`config.mk`:
```
export PLATFORM = sky130hd
export DESIGN_NAME = magnetometer_minmax_calibrator
export DESIGN_NICKNAME = d
export VERILOG_FILES = /design/src/design/mmc_pkg.sv /design/src/design/magnetometer_minmax_calibrator.sv
export SDC_FILE = /design/constraint.sdc
export NUM_CORES = 1
export LEC_CHECK = 0
export BUFFER_PORTS_ARGS = -buffer_cell sky130_fd_sc_hd__buf_2
export CORE_ASPECT_RATIO = 0.5
export CORE_UTILIZATION = 50
export CTS_BUF_LIST = sky130_fd_sc_hd__clkbuf_8
export DETAILED_ROUTE_END_ITERATION = 10
export PLACE_DENSITY = 0.81
export SYNTH_ARGS = -nofsm -noshare
export SYNTH_HDL_FRONTEND = slang
export SYNTH_SLANG_ARGS = --single-unit
```
`constraint.sdc`:
```
create_clock -name clk -period 8.9 [get_ports clk]
set_input_delay 1.78 -clock clk [delete_from_list [all_inputs] [get_ports clk]]
set_output_delay 1.78 -clock clk [all_outputs]
set_load 0.01 [all_outputs]
```
`src/design/mmc_pkg.sv`:
```
// Shared types and constants for the magnetometer min/max calibrator.
// Holds the payload structs for the input and result words and the register indexes.
// No dependencies.
`default_nettype none

package mmc_pkg;

    localparam int unsigned NUM_AXES = 3;

    localparam int unsigned CFG_INDEX_W = 2;
    localparam int unsigned CFG_DATA_W  = 32;

    localparam logic [CFG_INDEX_W-1:0] CFG_READ_PERIOD  = 2'd0;
    localparam logic [CFG_INDEX_W-1:0] CFG_CAL_WINDOW   = 2'd1;
    localparam logic [CFG_INDEX_W-1:0] CFG_APPLY_OFFSET = 2'd2;

    localparam logic [23:0] READ_PERIOD_RESET = 24'd100000;
    localparam logic [30:0] CAL_WINDOW_RESET  = 31'd30000000;

    typedef struct packed {
        logic [31:0]        now_us;
        logic signed [15:0] sample_x;
        logic signed [15:0] sample_y;
        logic signed [15:0] sample_z;
        logic               start_cal;
    } in_t;

    typedef struct packed {
        logic               read_taken;
        logic signed [15:0] field_x;
        logic signed [15:0] field_y;
        logic signed [15:0] field_z;
        logic               cal_running;
        logic               cal_done;
        logic signed [15:0] offset_x;
        logic signed [15:0] offset_y;
        logic signed [15:0] offset_z;
    } out_t;

endpackage

`default_nettype wire

```
`src/design/magnetometer_minmax_calibrator.sv`:
```
// Magnetometer min/max hard-iron calibrator, top level.
// Uses mmc_pkg for payload structs, register indexes and reset values.
//
// Usage:
//   Input words (in_valid/in_ready, in_data) carry a microsecond time stamp,
//   one three-axis sample and a calibration request. Each input word gives
//   exactly one result word (out_valid/out_ready, out_data).
//   The config channel (cfg_valid/cfg_ready, cfg_index, cfg_data) writes
//   read period, window length and the offset enable; it is always ready and
//   is meant to be written while no word is in flight.
//   The result is registered and appears in the cycle after the input is accepted.
//   Throughput: one word per cycle while out_ready is high; the whole
//   update (time compare, offset subtract, min/max compare, halving) is one
//   combinational pass from the port to the result register.
//   Stall: while a result waits on out_ready, in_ready drops; it rises again
//   in the cycle the result is taken, so a new word enters in that cycle.
//   Reset: offsets, timing state and the window clear; config registers load
//   their defaults (100000 us period, 30000000 us window, offsets applied).
`default_nettype none

module magnetometer_minmax_calibrator #(
    parameter int unsigned AXIS_COUNT = 3
) (
    input  wire logic                             clk,
    input  wire logic                             rst_n,
    input  wire logic                             in_valid,
    output logic                                  in_ready,
    input  wire mmc_pkg::in_t                     in_data,
    output logic                                  out_valid,
    input  wire logic                             out_ready,
    output mmc_pkg::out_t                         out_data,
    input  wire logic                             cfg_valid,
    output logic                                  cfg_ready,
    input  wire logic [mmc_pkg::CFG_INDEX_W-1:0]  cfg_index,
    input  wire logic [mmc_pkg::CFG_DATA_W-1:0]   cfg_data
);

    // config registers
    logic [23:0] read_period_reg;
    logic [30:0] cal_window_reg;
    logic        apply_offset_reg;

    // calibration state
    logic [31:0]        next_read_reg,    next_read_next;
    logic [31:0]        window_start_reg, window_start_next;
    logic               window_active_reg, window_active_next;
    logic               pending_reg,      pending_next;
    logic signed [15:0] offset_reg [AXIS_COUNT];
    logic signed [15:0] offset_next [AXIS_COUNT];
    logic signed [15:0] min_reg [AXIS_COUNT];
    logic signed [15:0] min_next [AXIS_COUNT];
    logic signed [15:0] max_reg [AXIS_COUNT];
    logic signed [15:0] max_next [AXIS_COUNT];

    logic          out_valid_reg;
    mmc_pkg::out_t out_reg, out_next;

    logic in_fire;

    assign in_ready  = !out_valid_reg || out_ready;
    assign in_fire   = in_valid && in_ready;
    assign cfg_ready = 1'b1;
    assign out_valid = out_valid_reg;
    assign out_data  = out_reg;

    always_comb
    begin
        logic signed [15:0] raw      [mmc_pkg::NUM_AXES];
        logic signed [15:0] field    [mmc_pkg::NUM_AXES];
        logic signed [15:0] off_show [mmc_pkg::NUM_AXES];
        logic signed [15:0] off_cur;
        logic signed [15:0] lo_cur;
        logic signed [15:0] hi_cur;
        logic signed [16:0] sum;
        logic [31:0]        since;
        logic [31:0]        elapsed;
        logic               taken;
        logic               seed;
        logic               running;
        logic               done;

        raw[0] = in_data.sample_x;
        raw[1] = in_data.sample_y;
        raw[2] = in_data.sample_z;

        pending_next       = pending_reg || in_data.start_cal;
        next_read_next     = next_read_reg;
        window_start_next  = window_start_reg;
        window_active_next = window_active_reg;
        running            = 1'b0;
        done               = 1'b0;
        elapsed            = '0;

        since = in_data.now_us - next_read_reg;
        taken = !since[31];
        seed  = taken && pending_next;

        if (taken)
        begin
            next_read_next = in_data.now_us + {8'd0, read_period_reg};
            if (seed)
            begin
                pending_next       = 1'b0;
                window_active_next = 1'b1;
                window_start_next  = next_read_next;
            end
            elapsed = next_read_next - window_start_next;
            if (window_active_next)
            begin
                if (elapsed < {1'b0, cal_window_reg})
                begin
                    running = 1'b1;
                end
                else
                begin
                    done               = 1'b1;
                    window_active_next = 1'b0;
                end
            end
        end

        for (int a = 0; a < mmc_pkg::NUM_AXES; a++)
        begin
            field[a]    = taken ? raw[a] : 16'sd0;
            off_show[a] = 16'sd0;
        end

        for (int a = 0; a < AXIS_COUNT; a++)
        begin
            // a fresh request clears the offset and seeds min/max with the raw sample
            off_cur = seed ? 16'sd0  : offset_reg[a];
            lo_cur  = seed ? raw[a] : min_reg[a];
            hi_cur  = seed ? raw[a] : max_reg[a];

            if (taken && apply_offset_reg)
                field[a] = raw[a] - off_cur;

            offset_next[a] = taken ? off_cur : offset_reg[a];
            min_next[a]    = taken ? lo_cur  : min_reg[a];
            max_next[a]    = taken ? hi_cur  : max_reg[a];

            if (running)
            begin
                if (field[a] < lo_cur)
                    min_next[a] = field[a];
                if (field[a] > hi_cur)
                    max_next[a] = field[a];
            end

            // halve the sum, rounding toward zero
            sum = 17'(lo_cur) + 17'(hi_cur);
            if (done)
                offset_next[a] = 16'((sum + 17'(sum[16])) >>> 1);

            off_show[a] = offset_next[a];
        end

        out_next.read_taken  = taken;
        out_next.field_x     = field[0];
        out_next.field_y     = field[1];
        out_next.field_z     = field[2];
        out_next.cal_running = running;
        out_next.cal_done    = done;
        out_next.offset_x    = off_show[0];
        out_next.offset_y    = off_show[1];
        out_next.offset_z    = off_show[2];
    end

    always_ff @(posedge clk or negedge rst_n)
    begin
        if (!rst_n)
        begin
            read_period_reg  <= mmc_pkg::READ_PERIOD_RESET;
            cal_window_reg   <= mmc_pkg::CAL_WINDOW_RESET;
            apply_offset_reg <= 1'b1;
        end
        else if (cfg_valid && cfg_ready)
        begin
            case (cfg_index)
                mmc_pkg::CFG_READ_PERIOD:  read_period_reg  <= cfg_data[23:0];
                mmc_pkg::CFG_CAL_WINDOW:   cal_window_reg   <= cfg_data[30:0];
                mmc_pkg::CFG_APPLY_OFFSET: apply_offset_reg <= cfg_data[0];
                default:                   ;
            endcase
        end
    end

    always_ff @(posedge clk or negedge rst_n)
    begin
        if (!rst_n)
        begin
            next_read_reg     <= '0;
            window_start_reg  <= '0;
            window_active_reg <= 1'b0;
            pending_reg       <= 1'b0;
            out_valid_reg     <= 1'b0;
            for (int a = 0; a < AXIS_COUNT; a++)
                offset_reg[a] <= 16'sd0;
        end
        else
        begin
            if (in_fire)
            begin
                next_read_reg     <= next_read_next;
                window_start_reg  <= window_start_next;
                window_active_reg <= window_active_next;
                pending_reg       <= pending_next;
                for (int a = 0; a < AXIS_COUNT; a++)
                    offset_reg[a] <= offset_next[a];
                out_valid_reg <= 1'b1;
            end
            else if (out_ready)
            begin
                out_valid_reg <= 1'b0;
            end
        end
    end

    // min/max and the result word carry no reset
    always_ff @(posedge clk)
    begin
        if (in_fire)
        begin
            out_reg <= out_next;
            for (int a = 0; a < AXIS_COUNT; a++)
            begin
                min_reg[a] <= min_next[a];
                max_reg[a] <= max_next[a];
            end
        end
    end

    a_accept_gives_result: assert property (@(posedge clk) disable iff (!rst_n)
        in_fire |=> out_valid)
        else $error("accepted word produced no result");

    a_skip_is_quiet: assert property (@(posedge clk) disable iff (!rst_n)
        (out_valid && !out_data.read_taken) |-> (!out_data.cal_running && !out_data.cal_done))
        else $error("skipped sample flagged calibration activity");

    a_running_keeps_window: assert property (@(posedge clk) disable iff (!rst_n)
        (out_valid && out_data.cal_running) |-> window_active_reg)
        else $error("window closed while result shows running");

    a_done_closes_window: assert property (@(posedge clk) disable iff (!rst_n)
        (out_valid && out_data.cal_done) |-> (!window_active_reg && !out_data.cal_running))
        else $error("window still open after calibration done");

endmodule

`default_nettype wire

```
After elaboration in Yosys (flattened, before gate mapping)
Memories as Yosys holds them, arrays and structs flattened.
Cells that the tools add are included.

storage, ports and cells
  flip-flop bits (word level) = 270
  bits in latches = 0
  bits in writable memories = 96
  ROM bits = 0
  input bits = 120
  output and inout port bits = 102
  logic and storage cells = 112
  memories kept = 2

memories
  name     words  bits a word  rd ports  clocked after Yosys merged registers in  wr ports  line                                  RTL
  max_reg  3      16           3         0                                        3         magnetometer_minmax_calibrator.sv:52  logic signed [15:0] max_reg [AXIS_COUNT];
  min_reg  3      16           3         0                                        3         magnetometer_minmax_calibrator.sv:50  logic signed [15:0] min_reg [AXIS_COUNT];

operators by class
  add/sub/neg operators = 12
  multipliers = 0
  divide/modulo/power cells = 0
  order comparisons = 7
  eq/ne operators = 2
  shift operators = 0
  muxes and demuxes = 55
  bitwise operators = 1
  reduce and logical (&&, ||, !) cells = 13

operators by type and width
  operator                                              number
  2-to-1 mux 16 bit                                     39
  2-to-1 mux 32 bit                                     2
  subtractor 32 bit                                     2
  adder 16 x 16 -> 17 bit                               3
  adder 17 x 1 -> 17 bit                                3
  > comparator 16 bit                                   3
  less-than comparator 16 bit                           3
  subtractor 16 bit                                     3
  adder 32 x 24 -> 32 bit                               1
  less-than comparator 32 x 31 -> 1 bit                 1
  2-to-1 mux 1 bit                                      14
  AND reduction 2 bit                                   4
  logical AND 1 bit                                     3
  equality test 2 x 1 -> 1 bit (second input constant)  1
  equality test 2 bit (second input constant)           1
  logical NOT 1 bit                                     2
  logical NOT 2 bit                                     1
  logical OR 1 bit                                      2
  nonzero test 2 bit                                    1
  inverter 1 bit                                        1

Longest topological paths before layout
Gate-level depths: netlist (run 1).

  word-level depth = 11
  gate-level depth with buffers = 42
  gate-level depth less buffers = 38

Worst setup path after synthesis (run 1)
No wires, ideal clock.

  kind = input-to-reg
  start point = input in_data[78] (netlist name)
  end point = memory max_reg[2][13], in the netlist max_reg[0][45], data pin
  setup time = 0.260 ns
  arrival time = 9.745 ns
  slack = -1.105 ns
  cell stages on the path = 35
  path through = ha_1 a21oi_1 nand2_1 a221o_1 o21a_1 a31o_1 o21ai_2 buf_4 clkbuf_1 clkbuf_1 clkbuf_1 clkbuf_1 o21ai_0 ha_1 maj3_1 maj3_1 mux2_2 o311ai_0 a31oi_1 o21ai_0 a21boi_0 xnor2_1 ha_1 a21o_1 a21o_1 a21oi_1 o21ai_0 a211oi_1 o21ai_0 a31o_2 or3_1 mux2_2 buf_6 a211oi_4 mux2_2

RTL lines
  item             line                                  RTL
  start, declared  magnetometer_minmax_calibrator.sv:28  input wire mmc_pkg::in_t in_data,
  end, declared    magnetometer_minmax_calibrator.sv:52

==> flow_summary.toml, run 1 <==
[synthesis]
ys_types = 88
seq_area_frac_synth_pct = 35.9
ys_seq_elements = 366
netlist_area_um2 = 28300
ys_async_sr_fraction_pct = 46.7
yosysWarnings = 0
avgSynthCellArea_um2 = 9.60
synth_edf_count = 195
ys.flop_type = "edfxtp_1"
syn_inst = 2951
syn_nets = 3380

[sta]
relSlewSlack_pct = 23.2
finalHoldViolCount = 0
max_slew.worst_pin.slew_ns = 1.14
finalCritPeriodShare_pct = 97.4
hold_slack_ns = 0.482
max_freq_mhz = 115
drv_slew = 0
setup_viol = 0
setup_ws_ns = 0.230
clock_skew_ns = 0.0312
fin_crit_ns = 8.67

[clock_tree]
clkLatencyLatePin_ns = 0.67
clk_pin_slew_ns = 0.06
numClockSinks = 366
clk_path_buf_depth = 3
cts_max_level = 2
tritoncts = "yes"
clockRootBuffer = "clkbuf_8"
numCtsBuffers = 57

[worst_hold_path]
min_path_cells = 2
hold_path.class = "reg2reg"

[route]
met2WireLength_um = 40100
wl_met3_um = 4990
drt_iter0_drc = 1958
dr.pass1.iters = 5
avgRoutedWirePerCell_um = 18.6
vias = 25200
highest_layer = "met5"
vias_per_cell = 5.70
wl_met1_um = 34000
finalWirelength_um = 82000
antenna_left = 0
drc = 0

[final_layout]
fill_cells = 4473
largest_reg_flops = 99
area_growth_pct = 24.4
regArea_um2 = 10200
stdcell_count = 4418
fin_util_pct = 63.2
drive_gt1_share_pct = 27.0
multi_input_area_um2 = 17100
fin_nets = 4039

[worst_setup_path]
cp_top_family = "compound AO/OA/AOI/OAI gates"
critPathRequiredTime_ns = 9.39
critPathBufInv = 5
cp.arrival_ns = 9.16
critPathCaptureType = "flop"
worst-path-stages = 36
crit_slowest_cell = "or3_4"
worstSetupPathType = "in2reg"
cp_max_fo = 9
cpPeakStageDelay_ns = 0.44
cp-start-kind = "primary input"
rr_worst_depth = 35

[floorplan]
die_h_um = 170
die_w_um = 339
fp.coreArea_um2 = 55700
floorplan.initialDensity_pct = 50.8
io_pins = 222
die_area_um2 = 57700
rows = 61

[global_route]
first_global_vias = 25400
grt_usage_pct = 27.6
grt_max_degree = 138
grt_pass1_wl_um = 129000
overflow = 0
antenna_found_initial = 5

[placement]
dp_cells = 4301
dp_slack_ns = -0.900
gp_congestion = 0.937
dp_hpwl_um = 62000
io_buffers = 219

[run_status]
status = "completed"

[job]
maxCapViolCount = 0
-- metal layers --
metal  vias to the layer above  track usage [%]
li1                      12000                -
met1                     12200             34.1
met2                       804             48.8
met3                       188             4.32
met4                         2             10.1
met5                         -                0
-- final timing paths --
check                                                  from                                to  slack [ns]
hold / removal             window_start_reg[14]$_DFFE_PN0P_  window_start_reg[14]$_DFFE_PN0P_        0.48
hold reg to reg            window_start_reg[14]$_DFFE_PN0P_  window_start_reg[14]$_DFFE_PN0P_        0.48
setup / recovery                                in_data[49]          max_reg[0][27]$_DFFE_PP_        0.23
setup reg to reg             read_period_reg[0]$_DFFE_PN0P_          max_reg[0][27]$_DFFE_PP_        1.09
max in group asynchronous                             rst_n    read_period_reg[6]$_DFFE_PN0P_        6.09
min in group asynchronous                             rst_n         offset_reg[5]$_DFFE_PN0P_        1.23
-- synthesized netlist by cell type, types with 17 or more instances --
cell type    n  share of area (%)
a211oi_1    17               0.45
a21boi_0    96                2.5
a21o_1      76                2.0
a21oi_1    153                2.7
a31oi_1     22               0.49
and2_1      20               0.44
clkbuf_1    67               0.89
dfrtp_1    154                 14
dfstp_2     17                1.6
edfxtp_1   195                 21
ha_1       302                 13
inv_1      279                3.7
mux2_2     105                4.2
mux2i_1    158                5.6
nand2_1    325                4.3
nand2b_1    34               0.75
nand3_1     41               0.72
nand4_1     38               0.84
nor2_1      95                1.3
nor2b_1     45               0.99
nor3_1      43               0.76
o211ai_1    21               0.56
o21a_1      28               0.74
o21ai_0    143                2.5
o21bai_1    21               0.56
o221ai_1    35                1.1
xnor2_1    113                3.5
xor2_1      60                1.9
-- logic make-up (layout without fill, tap and decap cells) --
kind of cell,after synthesis,count (layout),share of synthesized area (%)
mux,271,272,10.1
flops,366,366,35.9
other cells,1,5,0.0132
simple gates,716,716,11.9
xor+xnor,173,173,5.35
compound gates,738,738,17.6
fa+ha+maj,312,312,13.9
buf+inv,374,1080,5.21
-- metrics by stage --
| stage | cell area, µm² | setup TNS, ns |
|---|---|---|
| after CTS | 35000 | 0 |
| after floorplan | 28600 | -1.57 |
| after detailed placement | 33800 | -132.57 |
| final | 35200 | 0 |
| after global routing | 35200 | -2.07 |
| after global placement | 33800 | -113.28 |
-- worst reg2reg max path, delay by kind of cell, from the launching register on --
| kind | cells | cell delay, ns |
|---|---|---|
| xor+xnor | 2 | 0.34 |
| mux | 3 | 0.78 |
| fa+ha+maj | 4 | 1.06 |
| simple gates | 6 | 1.14 |
| buf+inv | 4 | 0.56 |
| flops | 1 | 0.35 |
| compound gates | 16 | 3.42 |
-- placed cells by master (no fill, tap or decap), types with 65 or more instances in the layout --
cell type	netlist	layout
buf_2	6	218
dfrtp_1	154	154
nor2_1	95	93
a21oi_1	153	147
mux2_2	105	102
a21boi_0	96	92
o21ai_0	143	131
edfxtp_1	195	195
nand2_1	325	324
a21o_1	76	76
mux2i_1	158	154
clkbuf_8	0	65
xnor2_1	113	111
buf_4	7	456
ha_1	302	286
inv_1	279	297
-- repair_timing --
item / CTS / global route
cloned: 0 / 2
hold buffers: 0 / 0
pin swaps: 2 / 16
buffers inserted: 1 / 3
endpoints found under the setup margin: 90 / 195
gates resized for setup: 4 / 53
-- final cells by class --
cell class / count / area share [%]
Multi-Input combinational cell: 2212 / 48.6
Timing Repair Buffer: 692 / 13.7
Tap cell: 756 / 2.69
Clock buffer: 64 / 2.50
Antenna cell: 4 / 0.0284
Clock inverter: 43 / 0.640
Sequential cell: 366 / 28.8
Inverter: 281 / 3.02
Power of run 1 is not shown: default switching activity piles up to over one toggle a cycle in this logic, so the estimate is an artifact.
==> run 2, diff against run 1 <==
--- a/config.mk
+++ b/config.mk
@@ -5,12 +5,12 @@
 export SDC_FILE = /design/constraint.sdc
 export NUM_CORES = 1
 export LEC_CHECK = 0
-export BUFFER_PORTS_ARGS = -buffer_cell sky130_fd_sc_hd__buf_2
 export CORE_ASPECT_RATIO = 0.5
 export CORE_UTILIZATION = 50
 export CTS_BUF_LIST = sky130_fd_sc_hd__clkbuf_8
 export DETAILED_ROUTE_END_ITERATION = 10
-export PLACE_DENSITY = 0.81
+export DONT_BUFFER_PORTS = 1
+export PLACE_DENSITY = 0.78
 export SYNTH_ARGS = -nofsm -noshare
 export SYNTH_HDL_FRONTEND = slang
 export SYNTH_SLANG_ARGS = --single-unit
==> constraint.sdc (replaced) <==
create_clock -name clk -period 7.5 [get_ports clk]
set_input_delay 1.5 -clock clk [delete_from_list [all_inputs] [get_ports clk]]
set_output_delay 1.5 -clock clk [all_outputs]
set_load 0.01 [all_outputs]
==> run 2 against run 1 <==
  * The run now ends with setup timing left
  * Via count increased by 4.6%
  * Core utilization up 4.7 points
  * Critical path depth down 5
  * Clock skew is 0.0034 ns higher
  * First-iteration DRC count rose by 10%
  * Sequential cell count stayed put
==> flow_summary.toml, run 2 (same netlist as run 1, synthesis figures left out) <==
[worst_hold_path]
min_path_cells = 2
hold_path.class = "reg2reg"

[clock_tree]
numCtsBuffers = 56
clk_path_buf_depth = 3
cts_max_level = 2
clk_pin_slew_ns = 0.07
clkLatencyLatePin_ns = 0.68
numClockSinks = 366
clockRootBuffer = "clkbuf_8"
cts_hold_buffers = 0
tritoncts = "yes"

[floorplan]
die_w_um = 339
floorplan.initialDensity_pct = 50.8
io_pins = 222
rows = 61
die_h_um = 170
die_area_um2 = 57700
fp.coreArea_um2 = 55700

[sta]
fin_crit_ns = 7.93
rsz0062_at_grt = "true"
max_slew.worst_pin.slew_ns = 1.39
drv_slew = 0
relSlewSlack_pct = 6.99
setup_ws_ns = -0.433
clock_skew_ns = 0.0347
setup_viol = 193
max_freq_mhz = 126
finalHoldViolCount = 0
finalCritPeriodShare_pct = 106

[route]
vias_per_cell = 5.80
finalWirelength_um = 91000
drc = 0
drt_iter0_drc = 2158
antenna_left = 0
avgRoutedWirePerCell_um = 20.1
dr.pass1.iters = 6
vias = 26300

[worst_setup_path]
critPathCaptureType = "flop"
critPathMostFrequentCell = "o21ai_1"
cpPeakStageDelay_ns = 0.41
crit_slowest_cell = "or3_1"
critPathRequiredTime_ns = 8.00
worstSetupPathType = "in2reg"
cp.arrival_ns = 8.43
cp-start-kind = "primary input"
cp_max_fo = 8
rr_worst_depth = 32

[placement]
dp_hpwl_um = 64500
gp_congestion = 0.926
dpl_cell_area_um2 = 34800
io_buffers = 0
dp_slack_ns = -1.72

[final_layout]
final_cell_mix = "763 x buf_4, 319 x nand2_1, 290 x inv_1, 278 x ha_1, 195 x edfxtp_1"
drive_gt1_share_pct = 33.0
fin_nets = 4161
final_common_cell = "buf_4"
stdcell_area_um2 = 37800
largest_reg_flops = 99
area_growth_pct = 33.5
fin_util_pct = 67.9

[job]
maxCapViolCount = 0

[global_route]
first_global_vias = 26500
grt_usage_pct = 30.3
overflow = 0
grt_pass1_wl_um = 140000
antenna_found_initial = 1
grt_max_degree = 172

[run_status]
status = "finished with violations"
violations = "setup timing"
run 2: cell count changes in the layout (fill, tap and decap cells not counted), moves of 8 or more:
cell / change
a21oi_1: -26
buf_2: -218
buf_6: +25
o21ai_0: -16
nor2_1: -8
buf_4: +307
a21oi_2: +19
ha_1: -8
run 2: final cells by class:
class | instances | area (µm²)
fillers | 4070 | 17900
multi-input cells | 2211 | 17900
inverters | 281 | 1070
diodes | 1 | 2.50
clock buffers | 70 | 963
clock inverters | 36 | 273
repair buffers | 816 | 6540
flip-flops and latches | 366 | 10200
well taps | 756 | 946
run 2: final timing paths:
check	startpoint	slack, ns	end
min in group asynchronous	rst_n	0.52	offset_reg[42]$_DFFE_PN0P_
max reg2reg	next_read_reg[29]$_DFFE_PN0P_	-0.06	max_reg[0][38]$_DFFE_PP_
max	in_data[67]	-0.43	max_reg[0][38]$_DFFE_PP_
min	window_start_reg[29]$_DFFE_PN0P_	0.49	window_start_reg[29]$_DFFE_PN0P_
max in group asynchronous	rst_n	6.62	read_period_reg[16]$_DFFE_PN1P_
min reg2reg	window_start_reg[29]$_DFFE_PN0P_	0.49	window_start_reg[29]$_DFFE_PN0P_
run 2: metal layers:
layer,part of all wire (%),routed length [µm],GRT usage (%)
met1,41,37000,36.9
met2,48,43800,53.0
met3,6.4,5790,5.17
met4,4.8,4390,13.1
met5,0,0,0
run 2: critical path, delay by kind of cell:
kind | cells | cell delay (ns)
buffers and inverters | 2 | 0.41
AO/OA/AOI/OAI | 16 | 3.14
AND/OR/NAND/NOR | 4 | 0.90
XOR/XNOR | 1 | 0.21
multiplexers | 3 | 0.92
adder cells (fa/ha/maj) | 5 | 1.32
run 2: timing repair:
item	in CTS	in global routing
pin swaps	76	83
gates resized for setup	142	126
setup endpoints to repair	195	195
gates cloned	6	2
buffers inserted	49	18
run 2: metrics by stage:
stage	setup TNS (ns)	std cells	hold slack, ns
2_1_floorplan	-189.06	2951	0.442
3_3_place_gp	-272.26	4360	0.463
3_5_place_dp	-297.73	4360	0.471
4_1_cts	-25.71	4520	0.477
5_1_grt	-78.45	4537	0.486
6_report	-49.78	4537	0.487
Power of run 2 is left out for the same reason.
